===== src/smd_pkg.sv =====
// ----------------------------------------------------------------------------
// smd_pkg: shared types and constants for the SHA-256 message digest
// Command and status structs between controller and datapath, round
// constants, initial hash values and padding constants.
// ----------------------------------------------------------------------------
`timescale 1ns / 1ps
`default_nettype none

package smd_pkg;

	localparam int unsigned WORD_BITS    = 32;
	localparam int unsigned BLOCK_WORDS  = 16;
	localparam int unsigned HASH_WORDS   = 8;
	localparam int unsigned ROUNDS       = 64;
	localparam int unsigned WORD_BYTES   = 4;

	localparam logic [6:0]  BLOCK_BYTES  = 7'd64;
	localparam logic [6:0]  PAD_LIMIT    = 7'd56;
	localparam logic [31:0] PAD_WORD     = 32'h8000_0000;
	localparam logic [3:0]  LEN_HI_IDX   = 4'd14;
	localparam logic [3:0]  LEN_LO_IDX   = 4'd15;
	localparam logic [2:0]  MAX_BYTES    = 3'd4;
	localparam logic [5:0]  LAST_ROUND   = 6'(ROUNDS - 1);
	localparam logic [2:0]  LAST_INDEX   = 3'd7;

	// source of the bytes that an insert step packs into the block
	typedef enum logic [1:0] {
		SRC_IN,
		SRC_PEND,
		SRC_PAD
	} src_t;

	typedef struct packed {
		logic insert;
		src_t src;
		logic init;
		logic round;
		logic finish;
		logic write_len;
		logic out_next;
		logic msg_reset;
	} cmd_t;

	typedef struct packed {
		logic will_full;
		logic rem_zero;
		logic fill_gt56;
		logic round_last;
		logic out_last;
	} status_t;

	function automatic logic [31:0] iv_word(input logic [2:0] i);
		logic [31:0] r;
		case (i)
			3'd0: r = 32'h6a09e667;
			3'd1: r = 32'hbb67ae85;
			3'd2: r = 32'h3c6ef372;
			3'd3: r = 32'ha54ff53a;
			3'd4: r = 32'h510e527f;
			3'd5: r = 32'h9b05688c;
			3'd6: r = 32'h1f83d9ab;
			default: r = 32'h5be0cd19;
		endcase
		return r;
	endfunction

	function automatic logic [31:0] round_k(input logic [5:0] t);
		logic [31:0] r;
		case (t)
			6'd0:  r = 32'h428a2f98;  6'd1:  r = 32'h71374491;
			6'd2:  r = 32'hb5c0fbcf;  6'd3:  r = 32'he9b5dba5;
			6'd4:  r = 32'h3956c25b;  6'd5:  r = 32'h59f111f1;
			6'd6:  r = 32'h923f82a4;  6'd7:  r = 32'hab1c5ed5;
			6'd8:  r = 32'hd807aa98;  6'd9:  r = 32'h12835b01;
			6'd10: r = 32'h243185be;  6'd11: r = 32'h550c7dc3;
			6'd12: r = 32'h72be5d74;  6'd13: r = 32'h80deb1fe;
			6'd14: r = 32'h9bdc06a7;  6'd15: r = 32'hc19bf174;
			6'd16: r = 32'he49b69c1;  6'd17: r = 32'hefbe4786;
			6'd18: r = 32'h0fc19dc6;  6'd19: r = 32'h240ca1cc;
			6'd20: r = 32'h2de92c6f;  6'd21: r = 32'h4a7484aa;
			6'd22: r = 32'h5cb0a9dc;  6'd23: r = 32'h76f988da;
			6'd24: r = 32'h983e5152;  6'd25: r = 32'ha831c66d;
			6'd26: r = 32'hb00327c8;  6'd27: r = 32'hbf597fc7;
			6'd28: r = 32'hc6e00bf3;  6'd29: r = 32'hd5a79147;
			6'd30: r = 32'h06ca6351;  6'd31: r = 32'h14292967;
			6'd32: r = 32'h27b70a85;  6'd33: r = 32'h2e1b2138;
			6'd34: r = 32'h4d2c6dfc;  6'd35: r = 32'h53380d13;
			6'd36: r = 32'h650a7354;  6'd37: r = 32'h766a0abb;
			6'd38: r = 32'h81c2c92e;  6'd39: r = 32'h92722c85;
			6'd40: r = 32'ha2bfe8a1;  6'd41: r = 32'ha81a664b;
			6'd42: r = 32'hc24b8b70;  6'd43: r = 32'hc76c51a3;
			6'd44: r = 32'hd192e819;  6'd45: r = 32'hd6990624;
			6'd46: r = 32'hf40e3585;  6'd47: r = 32'h106aa070;
			6'd48: r = 32'h19a4c116;  6'd49: r = 32'h1e376c08;
			6'd50: r = 32'h2748774c;  6'd51: r = 32'h34b0bcb5;
			6'd52: r = 32'h391c0cb3;  6'd53: r = 32'h4ed8aa4a;
			6'd54: r = 32'h5b9cca4f;  6'd55: r = 32'h682e6ff3;
			6'd56: r = 32'h748f82ee;  6'd57: r = 32'h78a5636f;
			6'd58: r = 32'h84c87814;  6'd59: r = 32'h8cc70208;
			6'd60: r = 32'h90befffa;  6'd61: r = 32'ha4506ceb;
			6'd62: r = 32'hbef9a3f7;
			default: r = 32'hc67178f2;
		endcase
		return r;
	endfunction

endpackage

`default_nettype wire


===== src/smd_ctrl.sv =====
// ----------------------------------------------------------------------------
// smd_ctrl: sequencer for the SHA-256 message digest
// Accepts words, starts compressions, walks the padding steps and hands
// out the eight digest words.
// ----------------------------------------------------------------------------
`timescale 1ns / 1ps
`default_nettype none

module smd_ctrl (
	input  wire logic              clk,
	input  wire logic              arst_n,
	input  wire logic              msg_valid,
	output logic                   msg_stall,
	input  wire logic              end_of_message,
	output logic                   digest_valid,
	input  wire logic              digest_stall,
	input  wire smd_pkg::status_t  sts,
	output smd_pkg::cmd_t          cmd
);

	typedef enum logic [2:0] {
		S_IDLE,
		S_ROUND,
		S_FINISH,
		S_REM,
		S_PAD,
		S_PAD_CHK,
		S_LEN,
		S_OUT
	} state_t;

	// which step of the message the running compression belongs to
	typedef enum logic [1:0] {
		PH_DATA,
		PH_PAD,
		PH_FINAL
	} phase_t;

	state_t state_q;
	phase_t ph_q;
	logic   eom_q;

	assign msg_stall    = (state_q != S_IDLE);
	assign digest_valid = (state_q == S_OUT);

	always_comb begin
		cmd     = '0;
		cmd.src = smd_pkg::SRC_PEND;
		case (state_q)
			S_IDLE: begin
				cmd.src    = smd_pkg::SRC_IN;
				cmd.insert = msg_valid;
				cmd.init   = msg_valid && sts.will_full;
			end
			S_ROUND: begin
				cmd.round = 1'b1;
			end
			S_FINISH: begin
				cmd.finish = 1'b1;
			end
			S_REM: begin
				cmd.insert = 1'b1;
			end
			S_PAD: begin
				cmd.src    = smd_pkg::SRC_PAD;
				cmd.insert = 1'b1;
				cmd.init   = sts.will_full;
			end
			S_PAD_CHK: begin
				cmd.init = sts.fill_gt56;
			end
			S_LEN: begin
				cmd.write_len = 1'b1;
				cmd.init      = 1'b1;
			end
			S_OUT: begin
				cmd.out_next  = !digest_stall;
				cmd.msg_reset = !digest_stall && sts.out_last;
			end
			default: begin
				cmd = '0;
			end
		endcase
	end

	always_ff @(posedge clk or negedge arst_n) begin
		if (!arst_n) begin
			state_q <= S_IDLE;
			ph_q    <= PH_DATA;
			eom_q   <= 1'b0;
		end else begin
			case (state_q)
				S_IDLE: begin
					if (msg_valid) begin
						eom_q <= end_of_message;
						if (sts.will_full) begin
							ph_q    <= PH_DATA;
							state_q <= S_ROUND;
						end else if (end_of_message) begin
							state_q <= S_PAD;
						end
					end
				end
				S_ROUND: begin
					if (sts.round_last) begin
						state_q <= S_FINISH;
					end
				end
				S_FINISH: begin
					case (ph_q)
						PH_DATA: begin
							if (!sts.rem_zero) begin
								state_q <= S_REM;
							end else if (eom_q) begin
								state_q <= S_PAD;
							end else begin
								state_q <= S_IDLE;
							end
						end
						PH_PAD: begin
							state_q <= S_LEN;
						end
						default: begin
							state_q <= S_OUT;
						end
					endcase
				end
				S_REM: begin
					state_q <= eom_q ? S_PAD : S_IDLE;
				end
				S_PAD: begin
					if (sts.will_full) begin
						ph_q    <= PH_PAD;
						state_q <= S_ROUND;
					end else begin
						state_q <= S_PAD_CHK;
					end
				end
				S_PAD_CHK: begin
					// no room for the length: zero-fill this block and compress
					if (sts.fill_gt56) begin
						ph_q    <= PH_PAD;
						state_q <= S_ROUND;
					end else begin
						state_q <= S_LEN;
					end
				end
				S_LEN: begin
					ph_q    <= PH_FINAL;
					state_q <= S_ROUND;
				end
				S_OUT: begin
					if (!digest_stall && sts.out_last) begin
						eom_q   <= 1'b0;
						state_q <= S_IDLE;
					end
				end
				default: begin
					state_q <= S_IDLE;
				end
			endcase
		end
	end

endmodule

`default_nettype wire


===== config.mk =====
export PLATFORM = sky130hd
export DESIGN_NAME = smd_ctrl
export DESIGN_NICKNAME = d
export VERILOG_FILES = /design/src/smd_pkg.sv /design/src/smd_ctrl.sv
export SDC_FILE = /design/constraint.sdc
export NUM_CORES = 1
export LEC_CHECK = 0
export BUFFER_PORTS_ARGS = -buffer_cell sky130_fd_sc_hd__buf_4
export CAP_MARGIN = 20
export CELL_PAD_IN_SITES_DETAIL_PLACEMENT = 0
export CELL_PAD_IN_SITES_GLOBAL_PLACEMENT = 1
export CORE_MARGIN = 10
export CORE_UTILIZATION = 32
export CTS_CLUSTER_SIZE = 8
export DETAILED_ROUTE_END_ITERATION = 8
export GPL_TIMING_DRIVEN = 0
export PLACE_DENSITY_LB_ADDON = 0.1
export SYNTH_ARGS = -nofsm -noshare
export SYNTH_HDL_FRONTEND = slang
export SYNTH_SLANG_ARGS = --single-unit

===== constraint.sdc =====
create_clock -name clk -period 3.8 [get_ports clk]
set_input_delay 0.38 -clock clk [delete_from_list [all_inputs] [get_ports clk]]
set_output_delay 0.38 -clock clk [all_outputs]
set_load 0.1 [all_outputs]

# Word-level counts from Yosys, hierarchy flattened
# Index checks and enable logic that the tools add are counted.
# word_totals
out_inout_bits	11
register_bits	6
# classes
n_reduce_logical	12
n_eq_ne	15
n_mux	26
# ops
op	count
$mux W3	9
$pmux W3 S8	1
$eq A3 B3 Y1 const B	4
$mux W2	5
$ne A2 B2 Y1 const B	5
$pmux W2 S4	1
$eq A3 B2 Y1 const B	2
$pmux W3 S2	1
$mux W1	5
$reduce_and A5 Y1	1
$pmux W1 S2	2
$pmux W1 S4	1
$pmux W2 S2	1
$reduce_and A4 Y1	1
$reduce_bool A4 Y1	1
$eq A3 B1 Y1 const B	1
$logic_not A3 Y1	1
$ne A3 B3 Y1 const B	1
$reduce_and A3 Y1	1
$reduce_bool A3 Y1	1
$eq A2 B1 Y1 const B	1
$logic_and A1 B1 Y1	2
$logic_not A2 Y1	1
$ne A2 B1 Y1 const B	1
other kinds (3)	3

# Depth between registers and ports, before layout
# Gate-level depths: netlist (run 1).
# depth
depth_word	4
depth_mapped	5
ltp_nobuf	4

# Least setup slack after synthesis (run 1)
# Ideal clock, no wire load.
# synth_path
path_kind	register to output
from	register state_q[0]
to	output port cmd[8] (netlist name)
path_stages_with_launch	3
path_buffers	0
path_slack_ns	0.943
arrival_ns	2.477
t_required_ns	3.420
cell_sequence	dfrtp_1 or2_2 o2bb2ai_1
# synth_rtl
item	line	source
from (decl)	smd_ctrl.sv:39	state_t state_q;
from (signal assigned)	smd_ctrl.sv:129	state_q <= eom_q ? S_PAD : S_IDLE;
to (decl)	smd_ctrl.sv:18	output smd_pkg::cmd_t cmd

==> results by group, run 1 <==
Final layout
  – Multi-input gate area: 288 um2
  – Fin nets: 99
  – Ant diodes: 0
  – Fin area: approximately 680 um2
  – Register Area: roughly 150 um2
  – Share of cells above drive strength 1: 33.3%
  – Number of fill cells in the layout: 140
  – Area Growth Syn to Fin: 42.5%

Floorplanning
  – CORE AREA: approximately 1400 um2
  – Die height: approximately 58 um
  – # rows: 13
  – Starting Density: between 30% and 40%
  – Die footprint: approximately 3400 um2
  – DIE WIDTH: 58.5 um
  – Top-Level Pins: 21

Placement
  – Placer congestion estimate: 0.871
  – Dpl ws: 2100 ps
  – Post-DP HPWL: approximately 1200 um
  – Number of port buffers: 20
  – Dpl cell area: ~640 um2

Timing
  – Slew margin rel.: 76.8%
  – Final worst path period share: 49.6%
  – Final setup viols: 0
  – Setup TNS: 0 ps
  – RSZ-0062 raised after global routing: false
  – Worst setup margin: ~1900 ps
  – Final hold vios: 0
  – Clock skew: between 1 and 1.5 ps
  – Hold WS: between 400 and 500 ps
  – Crit path time final: roughly 1900 ps
  – Worst Max-Slew Pin Slew: around 350 ps
  – Slew Limit Fails: 0
  – Peak Freq: between 500 and 600 MHz

Detailed routing
  – Routed Antenna Nets: 0
  – Drt initial violations: 17
  – Overall routed net length: approximately 1400 um
  – Residual DRC: 0
  – Routed vias/inst: approximately 5.3
  – Detailed Routing Iterations Pass 1: 4
  – Wirelength per Cell: 13.8 um
  – Via count: around 540

Run
  – Max cap viols: 0

GRT
  – Largest net degree at the start of global routing: 11
  – Vias in the first global route: about 560
  – Congestion Overflow GR: 0
  – Initial antenna violation count: 0
  – Total GRT Usage: 8.58%
  – First-pass GRT wire length: 2370 um

Setup path
  – Max stage delay on crit path: roughly 400 ps
  – Crit-path slowest cell: dfrtp_1
  – Cell chain of the critical path: buf_4 -> nand2b_1 -> nor2_1 -> buf_4
  – CP Max Fanout: 10
  – Critical Path AT: approximately 1500 ps
  – Worst Reg-to-Reg Cells: 4
  – Reg2reg start: state_q[0]
  – Crit path to: cmd[3]
  – Critical path's top delay family: buffers and inverters
  – Crit path launch: state_q[0]
  – Most numerous cell on the critical path: buf_4
  – Crit path buffers/inverters: 2
  – RR Endpoint: ph_q[0]
  – Crit start category: flip-flop
  – WS Path Type: flip-flop to output pin
  – FF-to-FF setup slack: 2430 ps
  – Crit. path cell count: 4
  – Crit path capture type: output pin
  – Crit path required time: about 3400 ps

Min path
  – Worst hold path type: input pin to flip-flop

Yosys
  – Biggest area consumer among synthesized cells: dfrtp_1
  – Seq/Total Area, Yosys: approximately a third
  – Post-Syn Area: approximately 470 um2
  – Synthesized netlist cell count: 63
  – Synth top area share: a little under a third
  – Synth Register Bits: 6
  – Syn_nets: 73
  – Dominant cells by area after synthesis: dfrtp_1 32%, nor2_1 10%, o21ai_0 4.2%
  – Ys Warns: 0
  – Unique masters post-synth: 26
  – Syn Area/Cell: 7.53 um2

Clock network
  – TritonCTS clock tree: built
  – CTS H-Tree Depth: 1
  – CTS buffer count: 3
  – Clk buf depth: 2
  – Clk_lat worst skew: roughly 240 ps
  – Clk slew on worst S/H paths: 40 ps
  – Root buffer cell: clkbuf_4
  – Clock sink total: 6

Run status
  – Status: complete, no violations
kinds of logic after synthesis:
logic type / after synthesis / synth area share (%)
flops: 6 / 31.7
compound gates: 21 / 31.4
buf+inv: 8 / 7.65
simple gates: 27 / 26.1
mux: 1 / 3.17
worst min path at each step:
stage | from | end | slack, ps | cells after the start
after floorplan | arst_n | eom_q | 80 | 0
after global placement | arst_n | eom_q | 190 | 1
after detailed placement | arst_n | eom_q | 190 | 1
after CTS | end_of_message | eom_q | 430 | 2
after global routing | end_of_message | eom_q | 430 | 2
final | end_of_message | eom_q | 420 | 2
cells in the final DEF, fill, tap and decap left out, types with 2 or more instances in the layout:
master,instances
a21o_1,2
a21oi_1,3
a31oi_1,3
buf_2,2
buf_4,21
clkbuf_4,3
dfrtp_1,6
inv_1,5
nand2_1,5
nand2b_1,2
nand3_1,2
nor2_1,13
nor2b_1,2
o21ai_0,4
stage by stage:
| stage | utilization [%] | instances |
|---|---|---|
| finish | 50.0 | 102 |
| global route | 50.0 | 102 |
| CTS | 50.0 | 102 |
| detailed placement | 47.6 | 98 |
| global placement | 47.6 | 98 |
| floorplan | - | 63 |
layer usage:
metal / up-vias / wire length [um] / global-route usage, %
met1: 239 / 675 / 10.6
met4: 0 / 12 / 2.68
li1: 273 / - / -
met2: 25 / 616 / 12.9
met5: - / 0 / 0
met3: 2 / 105 / 3.86
Yosys cell counts:
| library cell | count |
|---|---|
| a2111oi_2 | 1 |
| a211oi_1 | 1 |
| a21o_1 | 2 |
| a21oi_1 | 3 |
| a221oi_1 | 1 |
| a31oi_1 | 3 |
| a32o_1 | 1 |
| a32oi_1 | 1 |
| and3_1 | 1 |
| and3b_1 | 1 |
| buf_2 | 2 |
| buf_4 | 1 |
| dfrtp_1 | 6 |
| inv_1 | 5 |
| mux2_4 | 1 |
| nand2_1 | 5 |
| nand2b_1 | 2 |
| nand3_1 | 2 |
| nor2_1 | 13 |
| nor2b_1 | 2 |
| o21a_1 | 1 |
| o21ai_0 | 4 |
| o21bai_1 | 1 |
| o22ai_1 | 1 |
| o2bb2ai_1 | 1 |
| or2_2 | 1 |
sequential cells by signal, summed over array words and instances, names as in the netlist:
signal	count
ph_q	2
state_q	3
eom_q	1
what timing repair did:
action,4_1_cts,5_1_grt
resized for setup,0,0
buffers inserted,0,0
endpoints found under the hold margin,6,0
hold buffers,1,0
cell type report:
cell class                 instances  share of cell area, %
buffer                             3                   2.59
clock buffer                       3                   3.33
inverter                           5                   2.78
multi-input combinational         49                   42.6
sequential                         6                   22.2
tap                               15                   2.78
timing repair buffer              21                   23.7
Power of run 1 is left out: the tool's default activity adds up to more than one toggle a clock period on the data nets, which glitch-free logic cannot reach.
==> inputs of run 2 (changes only) <==
--- a/config.mk
+++ b/config.mk
@@ -5,12 +5,13 @@
 export SDC_FILE = /design/constraint.sdc
 export NUM_CORES = 1
 export LEC_CHECK = 0
+export ABC_AREA = 1
 export BUFFER_PORTS_ARGS = -buffer_cell sky130_fd_sc_hd__buf_4
 export CAP_MARGIN = 20
 export CELL_PAD_IN_SITES_DETAIL_PLACEMENT = 0
 export CELL_PAD_IN_SITES_GLOBAL_PLACEMENT = 1
 export CORE_MARGIN = 10
-export CORE_UTILIZATION = 32
+export CORE_UTILIZATION = 26
 export CTS_CLUSTER_SIZE = 8
 export DETAILED_ROUTE_END_ITERATION = 8
 export GPL_TIMING_DRIVEN = 0
==> constraint.sdc (replaced) <==
create_clock -name clk -period 1.6 [get_ports clk]
set_input_delay 0.16 -clock clk [delete_from_list [all_inputs] [get_ports clk]]
set_output_delay 0.16 -clock clk [all_outputs]
set_load 0.1 [all_outputs]
==> results by group, run 2 <==
Run status
  – Status: complete, no violations (unchanged)

Timing
  – Crit path time final: between 1500 and 2000 ps
  – Hold WS: 192 ps (was 423 ps)
  – Worst Max-Slew Pin Slew: 282 ps (was 347 ps)
  – Peak Freq: 631 MHz
  – Slew margin rel.: 81.4% (was 76.8%)
  – Final setup viols: 0 (unchanged)
  – Final hold vios: 0 (unchanged)
  – Slew Limit Fails: 0 (unchanged)
  – RSZ-0062 raised after global routing: true (was false)
  – Final worst path period share: between 90% and 100%
  – Clock skew: 6.63 ps (was 1.12 ps)

Setup path
  – RR Endpoint: eom_q (was ph_q[0])
  – Crit path launch: state_q[2] (was state_q[0])
  – Crit path required time: 1440 ps (was 3420 ps)
  – Reg2reg start: state_q[1] (was state_q[0])
  – CP Max Fanout: 7 (was 10)
  – Crit start category: flip-flop (unchanged)
  – Worst Reg-to-Reg Cells: 9 (was 4)
  – Crit path capture type: output pin (unchanged)
  – Cell chain of the critical path: clkinv_4 -> nor2_4 -> nand3_2 -> nand2_2 -> nor2_4 -> clkinvlp_4 -> buf_12 (was buf_4 -> nand2b_1 -> nor2_1 -> buf_4)
  – WS Path Type: flip-flop to output pin (unchanged)
  – Critical Path AT: 1420 ps (was 1510 ps)
  – Crit-path slowest cell: dfrtp_2 (was dfrtp_1)
  – Max stage delay on crit path: 480 ps (was 410 ps)
  – Most numerous cell on the critical path: nor2_4 (was buf_4)
  – FF-to-FF setup slack: 120 ps (was 2430 ps)

Placement
  – Placer congestion estimate: 0.757 (was 0.871)
  – Post-DP HPWL: 1210 um (was 1190 um)
  – Number of port buffers: 20 (unchanged)
  – Dpl cell area: 744 um2 (was 643 um2)

Yosys
  – Ys Warns: 0 (unchanged)
  – Largest family of logic cells by synthesized area: simple AND/OR/NAND/NOR gates (was compound AO/OA/AOI/OAI gates)
  – Synthesized netlist cell count: 82 (was 63)
  – Post-Syn Area: 500 um2 (was 474 um2)
  – Biggest area consumer among synthesized cells: dfrtp_1 (unchanged)
  – Multiplexer area fraction after synthesis: 0% (was 3.17%)
  – Top cells by instance count after synthesis: 29 x nand2_1, 10 x nor2_1, 9 x inv_1 (was 13 x nor2_1, 6 x dfrtp_1, 5 x inv_1, 5 x nand2_1, 4 x o21ai_0)
  – Seq/Total Area, Yosys: 30.0% (was 31.7%)
  – Post-synthesis xor/xnor area fraction: 0% (unchanged)
  – Count leader, synth: nand2_1 (was nor2_1)
  – Ys async rst share: 100% (unchanged)
  – Synth Register Bits: 6 (unchanged)
  – Dominant cells by area after synthesis: dfrtp_1 30%, nand2_1 22%, nor2_1 7.5% (was dfrtp_1 32%, nor2_1 10%, o21ai_0 4.2%)
  – Unique masters post-synth: 14 (was 26)
  – Synth top area share: 30.0% (was 31.7%)
  – Syn Area/Cell: 6.10 um2 (was 7.53 um2)
  – Simple-gate share of the synthesized area: 49.5% (was 26.1%)
  – Adder-cell area share of the yosys netlist: 0% (unchanged)
  – Post-synth EDFFs: 0 (unchanged)
  – Primary FF master, synth: dfrtp_1 (unchanged)
  – Syn_nets: 92 (was 73)
  – Synth Area in Compound Gates: 10.8% (was 31.4%)

Floorplanning
  – Die footprint: 4080 um2 (was 3420 um2)
  – DIE WIDTH: 63.9 um (was 58.5 um)
  – Top-Level Pins: 21 (unchanged)
  – CORE AREA: 1780 um2 (was 1350 um2)
  – Starting Density: 28.1% (was 35.1%)
  – # rows: 15 (was 13)
  – Die height: 63.9 um (was 58.5 um)

Final layout
  – Fin area: 916 um2 (was 676 um2)
  – Most frequent cells in the layout: 28 x nand2_1, 23 x buf_4, 7 x nor2_4, 7 x inv_1 (was 21 x buf_4, 13 x nor2_1, 6 x dfrtp_1)
  – Largest Register: state_q (unchanged)
  – Ant diodes: 0 (unchanged)
  – Largest registers: state_q: 3 flops, ph_q: 2 flops, eom_q: 1 flops (unchanged)
  – Area Growth Syn to Fin: 83.0% (was 42.5%)
  – Most common cell after layout, fill and taps aside: nand2_1 (was buf_4)
  – Share of cells above drive strength 1: 55.2% (was 33.3%)
  – Fin util: 51.4% (was 50.0%)
  – Max reg flops: 3 (unchanged)
  – Fin nets: 127 (was 99)

Min path
  – Hold Startpoint: sts[1] (was end_of_message)
  – Worst hold path type: input pin to flip-flop (unchanged)
  – Hold Path End: state_q[0] (was eom_q)
  – Worst hold path depth: 4 (was 2)

Detailed routing
  – DR WL met2: 695 um (was 616 um)
  – Wirelength per Cell: 10.7 um (was 13.8 um)
  – Met1 wire length: 672 um (was 675 um)
  – Routed vias/inst: 4.35 (was 5.28)
  – Drt initial violations: 24 (was 17)
  – Overall routed net length: 1510 um (was 1410 um)
  – Detailed Routing Iterations Pass 1: 4 (unchanged)
  – Top Layer Used: met3 (was met4)
  – Via count: 613 (was 539)
  – Routed Antenna Nets: 0 (unchanged)
  – DR WL met3: 141 um (was 105 um)
  – Residual DRC: 0 (unchanged)

Clock network
  – Clk_lat worst skew: 240 ps (about the same)
  – Clk buf depth: 2 (unchanged)
  – TritonCTS clock tree: built (unchanged)
  – CTS H-Tree Depth: 1 (unchanged)
  – Root buffer cell: clkbuf_4 (unchanged)
  – Clock sink total: 6 (unchanged)
  – CTS buffer count: 3 (unchanged)
  – Clk slew on worst S/H paths: 50 ps (was 40 ps)

GRT
  – Largest net degree at the start of global routing: 8 (was 11)
  – Congestion Overflow GR: 0 (unchanged)
  – First-pass GRT wire length: 2530 um (was 2370 um)
  – Vias in the first global route: 591 (was 563)
  – Total GRT Usage: 7.25% (was 8.58%)
  – Initial antenna violation count: 0 (unchanged)

Run
  – Max cap viols: 0 (unchanged)
## run 2: changes by cell type after synthesis, moves of 3 or more
cell,previous run,this run
inv_1,5,9
nor2_1,13,10
inv_2,0,4
nand2_1,5,29
a31oi_1,3,0
nor2_2,0,3
a21oi_1,3,0
nand3_1,2,7
o21ai_2,0,3
nand2_2,0,3
## run 2: repair_timing
action | in CTS | in global routing
setup endpoints to repair | 5 | 5
endpoints found under the hold margin | 6 | 0
hold buffers | 1 | 0
pin swaps | 0 | 1
gates resized for setup | 9 | 10
setup buffers | 4 | 5
## run 2: layer usage
layer  track usage [%]  vias to the layer above
li1                  -                      325
met1              8.95                      272
met2              11.4                       16
met3              3.48                        0
met4             0.820                        0
met5                 0                        -
## run 2: kinds of logic after synthesis
family,count (synthesis)
buffers and inverters,13
and+or+nand+nor,55
AOI/OAI and AO/OA,8
DFF,6
## run 2: how the worst max path moves through the flow
stage                     slack (ps)  depth (start not counted)      to
after global placement            40                          6  cmd[5]
after floorplan                 -280                          4  cmd[0]
after CTS                        -30                          7  cmd[5]
final                             20                          7  cmd[5]
after global routing             -60                          7  cmd[5]
after detailed placement          60                          6  cmd[5]
## run 2: stage by stage
stage	worst slack [ps]	cells	TNS, ps
4_1_cts	-27.4	136	-27.4
6_report	15.1	141	0
3_3_place_gp	40.1	127	0
5_1_grt	-58.5	141	-121
3_5_place_dp	58.7	127	0
2_1_floorplan	-277	82	-1300
## run 2: area by class of cell
type	count	area, um2
Fill cell	195	867
Multi-Input combinational cell	63	378
Timing Repair Buffer	30	263
Sequential cell	6	154
Inverter	13	63.8
Tap cell	25	31.3
Clock buffer	4	26.3
## run 2: critical path, delay by kind of cell (launching register included)
kind	cells	cell delay, ps
simple gates	4	300
flops	1	480
buf+inv	3	400
Power of run 2 is left out for the same reason.
==> inputs of run 3 (changes only) <==
--- a/config.mk
+++ b/config.mk
@@ -10,7 +10,7 @@
 export CAP_MARGIN = 20
 export CELL_PAD_IN_SITES_DETAIL_PLACEMENT = 0
 export CELL_PAD_IN_SITES_GLOBAL_PLACEMENT = 1
-export CORE_MARGIN = 10
+export CORE_MARGIN = 4
 export CORE_UTILIZATION = 26
 export CTS_CLUSTER_SIZE = 8
 export DETAILED_ROUTE_END_ITERATION = 8
==> results by group, run 3 (synthesized netlist as in run 2, its figures left out) <==
Detailed routing
  – DR WL met3: 82 um (was 141 um)
  – Wirelength per Cell: 9.77 um (was 10.7 um)
  – Top Layer Used: met3 (unchanged)
  – Overall routed net length: 1380 um (was 1510 um)
  – Routed vias/inst: 4.23 (was 4.35)
  – Routed Antenna Nets: 0 (unchanged)
  – DR WL met2: 654 um (was 695 um)
  – Residual DRC: 0 (unchanged)
  – Met1 wire length: 640 um (was 672 um)
  – Drt initial violations: 7 (was 24)
  – Detailed Routing Iterations Pass 1: 5 (was 4)
  – Via count: 597 (was 613)

Timing
  – Final worst path period share: 99.5% (was 99.1%)
  – Crit path time final: 1590 ps (was 1580 ps)
  – RSZ-0062 raised after global routing: true (unchanged)
  – Worst setup margin: 7.36 ps (was 15.1 ps)
  – Final hold vios: 0 (unchanged)
  – Worst Max-Slew Pin Slew: 280 ps (was 282 ps)
  – Slew Limit Fails: 0 (unchanged)
  – Clock skew: 11.0 ps (was 6.63 ps)
  – Final setup viols: 0 (unchanged)
  – Peak Freq: 628 MHz (was 631 MHz)
  – Slew margin rel.: 81.5% (was 81.4%)

Setup path
  – Crit start category: flip-flop (unchanged)
  – Crit path capture type: output pin (unchanged)
  – Crit path required time: 1440 ps (about the same)
  – RR Endpoint: state_q[0] (was eom_q)
  – Most numerous cell on the critical path: nor2_2 (was nor2_4)
  – Worst Reg-to-Reg Cells: 8 (was 9)
  – Max stage delay on crit path: 480 ps (about the same)
  – Critical Path AT: 1430 ps (was 1420 ps)
  – Cell chain of the critical path: nor2_2 -> o21ai_2 -> nor2_2 -> nor2_4 -> clkinvlp_4 -> buf_12 (was clkinv_4 -> nor2_4 -> nand3_2 -> nand2_2 -> nor2_4 -> clkinvlp_4 -> buf_12)
  – Crit-path slowest cell: dfrtp_2 (unchanged)
  – WS Path Type: flip-flop to output pin (unchanged)
  – Reg2reg start: state_q[1] (unchanged)
  – FF-to-FF setup slack: 180 ps (was 120 ps)
  – CP Max Fanout: 7 (unchanged)

Min path
  – Hold Path End: state_q[0] (unchanged)
  – Worst hold path type: input pin to flip-flop (unchanged)
  – Worst hold path depth: 4 (unchanged)
  – Hold Startpoint: sts[1] (unchanged)

GRT
  – Vias in the first global route: 531 (was 591)
  – Initial antenna violation count: 0 (unchanged)
  – Congestion Overflow GR: 0 (unchanged)
  – First-pass GRT wire length: 2180 um (was 2530 um)
  – Largest net degree at the start of global routing: 8 (unchanged)
  – Total GRT Usage: 11.0% (was 7.25%)

Placement
  – Post-DP HPWL: 1070 um (was 1210 um)
  – Placer congestion estimate: 0.770 (was 0.757)
  – Number of port buffers: 20 (unchanged)
  – Dpl ws: 74.3 ps (was 58.7 ps)

Floorplanning
  – CORE AREA: 1780 um2 (unchanged)
  – Die height: 51.9 um (was 63.9 um)
  – Die footprint: 2690 um2 (was 4080 um2)
  – Top-Level Pins: 21 (unchanged)
  – DIE WIDTH: 51.9 um (was 63.9 um)
  – Starting Density: 28.1% (unchanged)
  – # rows: 15 (unchanged)

Final layout
  – Max reg flops: 3 (unchanged)
  – Fin util: 52.3% (was 51.4%)
  – Fin nets: 127 (unchanged)
  – Largest Register: state_q (unchanged)
  – Most frequent cells in the layout: 28 x nand2_1, 24 x buf_4, 7 x nor2_4, 7 x inv_1 (was 28 x nand2_1, 23 x buf_4, 7 x nor2_4, 7 x inv_1)
  – Most common cell after layout, fill and taps aside: nand2_1 (unchanged)
  – Largest registers: state_q: 3 flops, ph_q: 2 flops, eom_q: 1 flops (unchanged)
  – Area Growth Syn to Fin: 86.3% (was 83.0%)
  – Ant diodes: 0 (unchanged)
  – Share of cells above drive strength 1: 55.2% (unchanged)

Clock network
  – TritonCTS clock tree: built (unchanged)
  – Root buffer cell: clkbuf_4 (unchanged)
  – CTS buffer count: 3 (unchanged)
  – Clk buf depth: 2 (unchanged)
  – Clk slew on worst S/H paths: 50 ps (about the same)
  – Clock sink total: 6 (unchanged)
  – Clk_lat worst skew: 250 ps (was 240 ps)
  – CTS H-Tree Depth: 1 (unchanged)

Run
  – Max cap viols: 0 (unchanged)

Run status
  – Status: complete, no violations (unchanged)
==> run 3: how the worst max path moves through the flow <==
stage | start | to | slack (ps) | cells after the start
after CTS | state_q[1] | cmd[5] | -20 | 5
after global placement | state_q[0] | cmd[5] | 40 | 6
final | state_q[1] | cmd[5] | 7 | 6
after floorplan | state_q[0] | cmd[0] | -280 | 4
after detailed placement | state_q[0] | cmd[5] | 70 | 6
after global routing | state_q[2] | cmd[5] | -60 | 7
==> run 3: timing repair <==
action | 4_1_cts | 5_1_grt
hold buffers | 1 | 0
setup buffers | 5 | 4
resized for setup | 11 | 12
pin swaps | 1 | 4
setup endpoints to repair | 4 | 6
endpoints found under the hold margin | 6 | 0
==> run 3: per-stage QoR <==
step	hold slack, ps	instances	setup TNS [ps]	instance area, um2
6_report	194	141	0	932
5_1_grt	211	141	-107	932
4_1_cts	188	137	-16.0	857
3_5_place_dp	-31.4	127	0	744
3_3_place_gp	-33.3	127	0	744
2_1_floorplan	-136	82	-1300	563
==> run 3: critical path: cells and delay by family, from the launching register on <==
kind                   cells  cell delay [ps]
AOI/OAI and AO/OA          1               90
buffers and inverters      2              250
DFF                        1              480
and+or+nand+nor            3              350
==> run 3: per-layer routing <==
| metal | GRT usage [%] | vias up |
|---|---|---|
| li1 | - | 322 |
| met1 | 13.7 | 261 |
| met2 | 17.4 | 14 |
| met3 | 4.87 | 0 |
| met4 | 2.62 | 0 |
| met5 | 0 | - |
==> run 3: cell type report <==
class,count,area [um2]
clock buffers,4,26.3
fillers,192,851
inverters,13,66.3
multi-input cells,63,378
flip-flops and latches,6,154
well taps,25,31.3
repair buffers,30,277
Power of run 3 is left out for the same reason.
